File: config.mk
export PLATFORM = sky130hd
export DESIGN_NAME = tvbd_stage
export DESIGN_NICKNAME = d
export VERILOG_FILES = /design/src/hdl/tea_variant_block_decipher_defines.svh /design/src/hdl/tvbd_pkg.sv /design/src/hdl/tvbd_stage.sv
export SDC_FILE = /design/constraint.sdc
export NUM_CORES = 1
export LEC_CHECK = 0
export ABC_CLOCK_PERIOD_IN_PS = 9800
export BUFFER_PORTS_ARGS = -buffer_cell sky130_fd_sc_hd__buf_2
export CAP_MARGIN = 40
export CORE_ASPECT_RATIO = 1.5
export CORE_UTILIZATION = 41
export CTS_BUF_LIST = sky130_fd_sc_hd__clkbuf_2 sky130_fd_sc_hd__clkbuf_4 sky130_fd_sc_hd__clkbuf_8
export DETAILED_ROUTE_END_ITERATION = 16
export GPL_TIMING_DRIVEN = 0
export RECOVER_POWER = 25
export SYNTH_ARGS = -nofsm -noshare
export SYNTH_HDL_FRONTEND = slang
export SYNTH_SLANG_ARGS = --single-unit
File: constraint.sdc
create_clock -name clock -period 9.8 [get_ports clock]
set_input_delay 0.98 -clock clock [delete_from_list [all_inputs] [get_ports clock]]
set_output_delay 0.98 -clock clock [all_outputs]
set_load 0.05 [all_outputs]
File: src/hdl/tea_variant_block_decipher_defines.svh
// assertion macros shared by the decipher rtl
`ifndef TEA_VARIANT_BLOCK_DECIPHER_DEFINES_SVH
`define TEA_VARIANT_BLOCK_DECIPHER_DEFINES_SVH

// same-cycle implication, checked outside reset
`define TVBD_ASSERT_IMPL(label, clk, rst, ante, cons) \
   label: assert property (@(posedge clk) disable iff (rst) (ante) |-> (cons)) \
      else $error("tvbd assertion failed");

// next-cycle implication, checked outside reset
`define TVBD_ASSERT_NEXT(label, clk, rst, ante, cons) \
   label: assert property (@(posedge clk) disable iff (rst) (ante) |=> (cons)) \
      else $error("tvbd assertion failed");

`endif

File: src/hdl/tvbd_pkg.sv
// types, constants and round function of the tea-variant block decipher
`timescale 1ns / 1ps
package tvbd_pkg;

   localparam int unsigned WORD_W            = 32;
   localparam int unsigned KEY_WORDS         = 4;
   localparam int unsigned ROUNDS            = 16;
   localparam int unsigned UPDATES_PER_ROUND = 4;
   localparam int unsigned STAGES            = ROUNDS * UPDATES_PER_ROUND;
   localparam int unsigned CSR_INDEX_W       = $clog2(KEY_WORDS);
   localparam logic [WORD_W-1:0] DELTA       = 32'h9E37_79B9;

   typedef logic [WORD_W-1:0] word_type;
   typedef word_type [KEY_WORDS-1:0] key_type;

   // which word a pipeline stage rewrites, in round order
   typedef enum logic [1:0] {
      UPD_W3 = 2'd0,
      UPD_W2 = 2'd1,
      UPD_W1 = 2'd2,
      UPD_W0 = 2'd3
   } upd_type;

   typedef struct packed {
      word_type w0;
      word_type w1;
      word_type w2;
      word_type w3;
      logic     last;
   } block_type;

   function automatic word_type mix(input word_type x, input word_type sum,
                                    input word_type ka, input word_type kb);
      word_type a;
      word_type b;
      word_type c;
      a = x + sum;
      b = ka + (x << 4);
      c = kb + (x >> 5);
      return a ^ b ^ c;
   endfunction

   // sum used in round rnd: delta * (ROUNDS - rnd), modulo 2^32
   function automatic word_type round_sum(input int unsigned rnd);
      word_type cnt;
      cnt = WORD_W'(ROUNDS - rnd);
      return DELTA * cnt;
   endfunction

endpackage

File: src/hdl/tvbd_stage.sv
// one pipeline stage: a single word update of a decipher round
`timescale 1ns / 1ps
module tvbd_stage
   import tvbd_pkg::*;
(
   input  logic      clock,
   input  logic      reset,
   input  upd_type   sel,
   input  word_type  sum,
   input  key_type   key,
   input  logic      in_valid,
   output logic      in_ready,
   input  block_type in_data,
   output logic      out_valid,
   input  logic      out_ready,
   output block_type out_data
);

   logic      valid_ff;
   logic      valid_in;
   block_type data_ff;
   block_type data_in;
   logic      load;
   word_type  x;
   word_type  ka;
   word_type  kb;
   word_type  mixed;

   assign in_ready  = !valid_ff || out_ready;
   assign load      = in_valid && in_ready;
   assign valid_in  = in_ready ? in_valid : valid_ff;
   assign out_valid = valid_ff;
   assign out_data  = data_ff;

   // x is the word rewritten just before this one
   always_comb begin
      case (sel)
         UPD_W3: begin
            x  = in_data.w0;
            ka = key[2];
            kb = key[1];
         end
         UPD_W2: begin
            x  = in_data.w3;
            ka = key[0];
            kb = key[3];
         end
         UPD_W1: begin
            x  = in_data.w2;
            ka = key[2];
            kb = key[3];
         end
         UPD_W0: begin
            x  = in_data.w1;
            ka = key[0];
            kb = key[1];
         end
         default: begin
            x  = in_data.w0;
            ka = key[0];
            kb = key[0];
         end
      endcase
   end

   assign mixed = mix(x, sum, ka, kb);

   always_comb begin
      data_in = in_data;
      case (sel)
         UPD_W3:  data_in.w3 = in_data.w3 - mixed;
         UPD_W2:  data_in.w2 = in_data.w2 - mixed;
         UPD_W1:  data_in.w1 = in_data.w1 - mixed;
         UPD_W0:  data_in.w0 = in_data.w0 - mixed;
         default: data_in = in_data;
      endcase
   end

   always_ff @(posedge clock) begin
      if (reset) begin
         valid_ff <= 1'b0;
      end else begin
         valid_ff <= valid_in;
      end
   end

   always_ff @(posedge clock) begin
      if (load) begin
         data_ff <= data_in;
      end
   end

endmodule

==> run summary, run 1 <==
Status: finished with violations
Violated checks: max-capacitance violations, max-slew violations
Die W: 171 um
Fillers: 4141
Ys Warns: 0
Pin slew with the least headroom to its limit: 2.35 ns
Worst Hold Class: flip-flop to flip-flop
Yosys reg bits: 130
Syn nets: 2437
Req. time, crit path: 10.06 ns
Top Ports: 426
DR vias/cell: 5.83
Initial core utilization: 41.6%
Leak pwr: 8.72 nW
Final worst slack: 0.125 ns
Most frequent cells in the layout: buf_2 (376), xnor2_1 (244), nand2_1 (154)
Worst rel slew slack: -56.3%
Fmax: 103 MHz
Number of synthesized flops with an enable pin: 129
First DRT Iteration DRCs: 1533
Sink Count: 130
Fin. Hold Viols: 0
Min Hold Slack: 0.520 ns
WP data arrival: 9.93 ns
Die Area: 43500 um2
Initial antenna violation count: 7
Core box area: 42000 um2
CTS buffer count: 17
Crit path kind: primary input to flip-flop
Netlist cell types: 95
Clk_lat worst skew: 0.50 ns
Row cnt: 92
TritonCTS clock tree: yes
TritonRoute pass-1 iters: 7
# nets final: 2869
Hpwl dp: 59.2 mm
Post-Syn Area per Cell: 8.75 um2
Post-DRT Antenna Nets: 0
Largest buffer count on any clock path: 2
First-pass GRT wire length: 102 mm
Synthesized cell area: 17500 um2
Final worst-path cycle share: 98.7%
Number of port buffers: 398
Unrepaired setup endpoints after global routing: yes
Ys flop type: edfxtp_1
Maximum vdd drop: 0.117 mV
Synthesis-to-layout area growth: 19.0%
Shortest period the worst path allows: 9.67 ns
Core Util, Final: 49.5%
Clock skew: 0.0148 ns
Clock Tree Root: clkbuf_8
Chip Height: 255 um
Final Max Tran Viols: 69
Pin count of the biggest net entering global routing: 64
Layout cells sized above 1: 23.9%
Worst Path Max Fanout: 8
Ys async rst share: 0%
Htree depth: 4
Slowest-stage cell, CP: mux2i_2
Worst path max stage delay: 0.45 ns
Element type at the critical path end: flip-flop
DRC violations left: 0
Vias: 17600
Total wire length: 70.6 mm
GRT Util Overall: 31.8%
Register clock-pin slew on the reported worst setup and hold paths: 0.09 ns
Worst slack at placement: -1.37 ns
Synth Instances: 1997
Post-CTS Hold Fix Bufs: 0
Total power divided by cell area: 382 nW/um2
Overflow after GRT: 0
Total power: 7.95 mW
WL/cell: 23.4 um
Final total negative setup slack: 0 ns
CP Launch Type: primary input
Most common cell after layout, fill and taps aside: buf_2
Number of global-route vias before repair: 17100
Sequential fraction of the synthesis area: 22.3%
Setup violators final: 0
MaxCap Viol Count: 2
RD Place Congestion: 0.988
==> final cells by class <==
cell class | count | area [um2] | area share [%]
multi-input combinational | 1679 | 13000 | 62.3
sequential | 130 | 3890 | 18.7
timing repair buffer | 415 | 2140 | 10.3
tap | 564 | 706 | 3.39
buffer | 96 | 394 | 1.89
inverter | 90 | 338 | 1.62
clock buffer | 18 | 241 | 1.16
clock inverter | 14 | 106 | 0.511
antenna | 7 | 17.5 | 0.0842
==> metrics by stage <==
stage / instances / cell area [um2]
finish: 3013 / 20800
global route: 3013 / 20800
CTS: 3007 / 20800
detailed placement: 2975 / 20400
global placement: 2959 / 20200
floorplan: 1997 / 17500
==> routing by layer <==
metal,up-vias,GRT usage (%),part of all wire [%]
met2,799,57.8,51
met4,0,17.1,5.3
met3,163,4.02,5.9
li1,8271,-,-
met5,-,0,0
met1,8328,35.9,38
==> kinds of logic (layout without fill, tap and decap cells) <==
group / count (synthesis) / after routing / synth area share, %
AOI/OAI and AO/OA: 537 / 537 / 21.4
muxes: 123 / 123 / 7.62
other: 0 / 7 / 0
and+or+nand+nor: 500 / 500 / 14.0
DFF: 130 / 130 / 22.3
xor gates and xnor gates: 326 / 326 / 17.1
adders and majority gates: 193 / 193 / 13.5
buffers and inverters: 188 / 633 / 4.15
==> state kept, by name, summed over array words and instances, names as in the netlist <==
register,count
out_valid,1
out_data,129
==> where the power goes <==
group	internal [mW]	switching (mW)	total, mW	leakage, nW
clock	0.180	0.265	0.445	0.170
combinational	2.54	4.05	6.59	7.30
sequential	0.860	0.0548	0.915	1.26
total	3.58	4.37	7.95	8.72
==> cell usage after synthesis (10+ instances only) <==
cell type | number | area (um2)
nand2_1 | 154 | 578
or2_2 | 13 | 81.3
a21oi_1 | 123 | 616
o21bai_1 | 14 | 105
buf_1 | 25 | 93.8
nor2_1 | 126 | 473
maj3_1 | 42 | 420
nand3b_1 | 12 | 90.1
a21o_1 | 53 | 398
edfxtp_1 | 129 | 3870
nor2b_1 | 15 | 93.8
o21ai_0 | 87 | 435
nand2b_1 | 16 | 100
a21boi_0 | 15 | 113
o31ai_1 | 10 | 75.1
xor2_1 | 69 | 604
inv_1 | 88 | 330
o221ai_1 | 11 | 96.3
ha_1 | 138 | 1730
mux2_2 | 80 | 901
a31oi_1 | 22 | 138
and2_1 | 28 | 175
o211ai_1 | 13 | 97.6
xnor2_1 | 247 | 2160
or3_1 | 17 | 106
a211oi_1 | 17 | 128
a222oi_1 | 33 | 330
nand4_1 | 10 | 62.6
nor4_1 | 11 | 68.8
mux2i_1 | 43 | 430
a31o_2 | 12 | 105
o21a_1 | 28 | 210
clkbuf_1 | 67 | 251
nor3_1 | 36 | 180
and3_1 | 11 | 68.8
nand3_1 | 22 | 110
==> worst max-delay path: cells and delay by family <==
kind / cells / cell delay [ns]
AOI/OAI and AO/OA: 12 / 3.35
adders and majority gates: 7 / 2.32
buffers and inverters: 7 / 1.56
muxes: 2 / 0.72
xor gates and xnor gates: 3 / 0.55
and+or+nand+nor: 2 / 0.45
==> worst paths after layout <==
| check | from | to | slack [ns] | depth (start not counted) |
|---|---|---|---|---|
| worst max-delay path | sel[0] | out_data[30] | 0.13 | 33 |
| worst min-delay path | out_valid | out_valid | 0.52 | 2 |
| worst max register to register | out_valid | out_data[52] | 5.23 | 4 |
| worst min register to register | out_valid | out_valid | 0.52 | 2 |
==> timing repair <==
| action | CTS | global route |
|---|---|---|
| pin swaps | 1 | 0 |
| setup endpoints to repair | 18 | 19 |
| endpoints found under the hold margin | 0 | 0 |
| setup buffers | 1 | 0 |
| resized for setup | 10 | 31 |
No activity file was read; power rests on OpenSTA's default activity.
==> run 2: changes to the inputs <==
--- a/config.mk
+++ b/config.mk
@@ -8,11 +8,14 @@
 export ABC_CLOCK_PERIOD_IN_PS = 9800
 export BUFFER_PORTS_ARGS = -buffer_cell sky130_fd_sc_hd__buf_2
 export CAP_MARGIN = 40
+export CELL_PAD_IN_SITES_DETAIL_PLACEMENT = 0
+export CELL_PAD_IN_SITES_GLOBAL_PLACEMENT = 1
 export CORE_ASPECT_RATIO = 1.5
 export CORE_UTILIZATION = 41
 export CTS_BUF_LIST = sky130_fd_sc_hd__clkbuf_2 sky130_fd_sc_hd__clkbuf_4 sky130_fd_sc_hd__clkbuf_8
 export DETAILED_ROUTE_END_ITERATION = 16
 export GPL_TIMING_DRIVEN = 0
+export PLACE_DENSITY_LB_ADDON = 0.1
 export RECOVER_POWER = 25
 export SYNTH_ARGS = -nofsm -noshare
 export SYNTH_HDL_FRONTEND = slang
==> run 2 against run 1 <==
Effect of this change: the flow still finishes with violations (max-capacitance violations, max-slew violations); worst hold slack better by 0.024 ns; critical path type unchanged; sequential cell count unchanged; largest cell class unchanged; register-to-register slack improved by 0.36 ns; clock power grew 9.9%; sequential share of layout area about the same; largest power group unchanged; first-iteration DRC count decreased by 11%; setup slack improved by 0.20 ns; utilization up 0.11 points; sequential power about the same; maximum frequency is 2.1% higher.
==> run summary, run 2 (synthesis gave the netlist of run 1 again) <==
Maximum vdd drop: 0.130 mV (+11%)
TritonCTS clock tree: yes
Most common cell after layout, fill and taps aside: buf_2
Pin slew with the least headroom to its limit: 4.36 ns (+2.01 ns)
Worst rel slew slack: -191% (-130 points)
Layout cells sized above 1: 23.6% (-0.35 points)
Crit path kind: primary input to flip-flop
Worst path max stage delay: 0.46 ns (about the same)
First-pass GRT wire length: 104 mm (+2.1%)
CP Launch Type: primary input
Largest buffer count on any clock path: 2 (unchanged)
First DRT Iteration DRCs: 1360 (-11%)
WL/cell: 24.1 um (+3.1%)
Total wire length: 72.8 mm (+3.2%)
Req. time, crit path: 10.04 ns (-0.02 ns)
Setup violators final: 0 (unchanged)
Element type at the critical path end: flip-flop
Vias: 17500 (-0.57%)
Fmax: 106 MHz (+2.1%)
Htree depth: 4 (unchanged)
RD Place Congestion: 0.949 (-4.0%)
Total power divided by cell area: 385 nW/um2 (+0.70%)
Violated checks: max-capacitance violations, max-slew violations
Shortest period the worst path allows: 9.47 ns (-0.200 ns)
Top Ports: 426 (unchanged)
Die Area: 43500 um2 (unchanged)
Worst Path Max Fanout: 8 (unchanged)
Number of port buffers: 398 (unchanged)
Most frequent cells in the layout: buf_2 (373), xnor2_1 (245), nand2_1 (154)
DR vias/cell: 5.79 (-0.67%)
Fin. Hold Viols: 0 (unchanged)
Clock skew: 0.0143 ns (-0.000457 ns)
Hold Startpoint: out_valid
Clk_lat worst skew: 0.51 ns (about the same)
Crit path launch: sel[0]
Row cnt: 92 (unchanged)
Slowest-stage cell, CP: a2111oi_0
WP data arrival: 9.71 ns (-0.22 ns)
Leak pwr: 8.72 nW (about the same)
Initial antenna violation count: 13 (+6)
Post-CTS Hold Fix Bufs: 0 (unchanged)
Register clock-pin slew on the reported worst setup and hold paths: 0.10 ns (about the same)
Final worst-path cycle share: 96.7% (-2.0 points)
Unrepaired setup endpoints after global routing: no
Pin count of the biggest net entering global routing: 67 (+4.7%)
Clock Tree Root: clkbuf_8
Overflow after GRT: 0 (unchanged)
Core Util, Final: 49.6% (+0.11 points)
Worst Hold Class: flip-flop to flip-flop
Final total negative setup slack: 0 ns (unchanged)
GRT Util Overall: 32.9% (+1.1 points)
TritonRoute pass-1 iters: 8 (+1)
Fillers: 4213 (+1.7%)
Die W: 171 um (unchanged)
CTS buffer count: 17 (unchanged)
Worst r2r src: out_valid
Placed insts: 2978 (+0.10%)
Hpwl dp: 61.1 mm (+3.3%)
Max reg flops: 129 (unchanged)
Status: finished with violations
Post-Layout Cell Count: 3016 (+0.10%)
Post-DRT Antenna Nets: 0 (unchanged)
Chip Height: 255 um (unchanged)
# nets final: 2871 (+0.070%)
Initial core utilization: 41.6% (unchanged)
MaxCap Viol Count: 1 (-1)
Sink Count: 130 (unchanged)
Number of global-route vias before repair: 17100 (-0.082%)
DRC violations left: 0 (unchanged)
Synthesis-to-layout area growth: 19.3%
Final Max Tran Viols: 64 (-7.2%)
Core box area: 42000 um2 (unchanged)
-- run 2: cell types whose count changed in the layout (fill, tap and decap cells not counted), sizes merged --
cell,previous run,this run
diode,7,8
clkdlybuf4s15,0,1
clkinv,6,3
inv,94,101
clkinvlp,4,1
-- run 2: final cells by class --
| class | instances | area [um2] | area share (%) |
|---|---|---|---|
| Tap cell | 564 | 706 | 3.38 |
| Multi-Input combinational cell | 1679 | 13000 | 62.1 |
| Clock inverter | 15 | 158 | 0.756 |
| Antenna cell | 8 | 20.0 | 0.0960 |
| Buffer | 95 | 384 | 1.84 |
| Clock buffer | 17 | 234 | 1.12 |
| Timing Repair Buffer | 418 | 2170 | 10.4 |
| Inverter | 90 | 338 | 1.62 |
| Sequential cell | 130 | 3890 | 18.7 |
-- run 2: routing by layer --
layer	wire length [um]	track usage [%]	vias up	part of all wire [%]
met2	38100	61.7	720	52
met4	3800	17.2	8	5.2
met3	3760	4.73	173	5.2
met1	27200	35.3	8290	37
li1	-	-	8270	-
met5	43	0	-	0.059
-- run 2: worst paths after layout --
| kind | endpoint | slack (ns) | depth (start not counted) |
|---|---|---|---|
| worst max-delay path | out_data[93] | 0.33 | 36 |
| worst min-delay path | out_valid | 0.54 | 2 |
| worst max register to register | out_data[9] | 5.59 | 3 |
| worst min register to register | out_valid | 0.54 | 2 |
-- run 2: timing repair --
item	CTS	global route
resized for setup	7	19
pin swaps	0	1
setup buffers	0	1
endpoints found under the setup margin	13	17
-- run 2: stage by stage --
| stage | area (um2) | power [mW] | setup slack (ns) | hold slack, ns |
|---|---|---|---|---|
| floorplan | 17500 | 5.84 | 0.972 | 1.05 |
| global placement | 20200 | 7.33 | -2.23 | 0.491 |
| detailed placement | 20400 | 7.40 | -1.04 | 0.553 |
| CTS | 20800 | 7.93 | 0.0193 | 0.570 |
| global route | 20800 | 8.56 | 0.0191 | 0.585 |
| finish | 20900 | 8.02 | 0.325 | 0.544 |
-- run 2: critical path, delay by kind of cell --
family          cells  cell delay [ns]
simple gates        1             0.09
fa+ha+maj           7             2.54
buf+inv             9             1.80
compound gates     14             3.00
xor+xnor            4             0.89
mux                 1             0.40
-- run 2: power by group --
group / total [mW] / switching [mW] / internal (mW)
logic: 6.62 / 4.09 / 2.53
registers: 0.914 / 0.0541 / 0.860
clock network: 0.489 / 0.296 / 0.193
total: 8.02 / 4.44 / 3.59
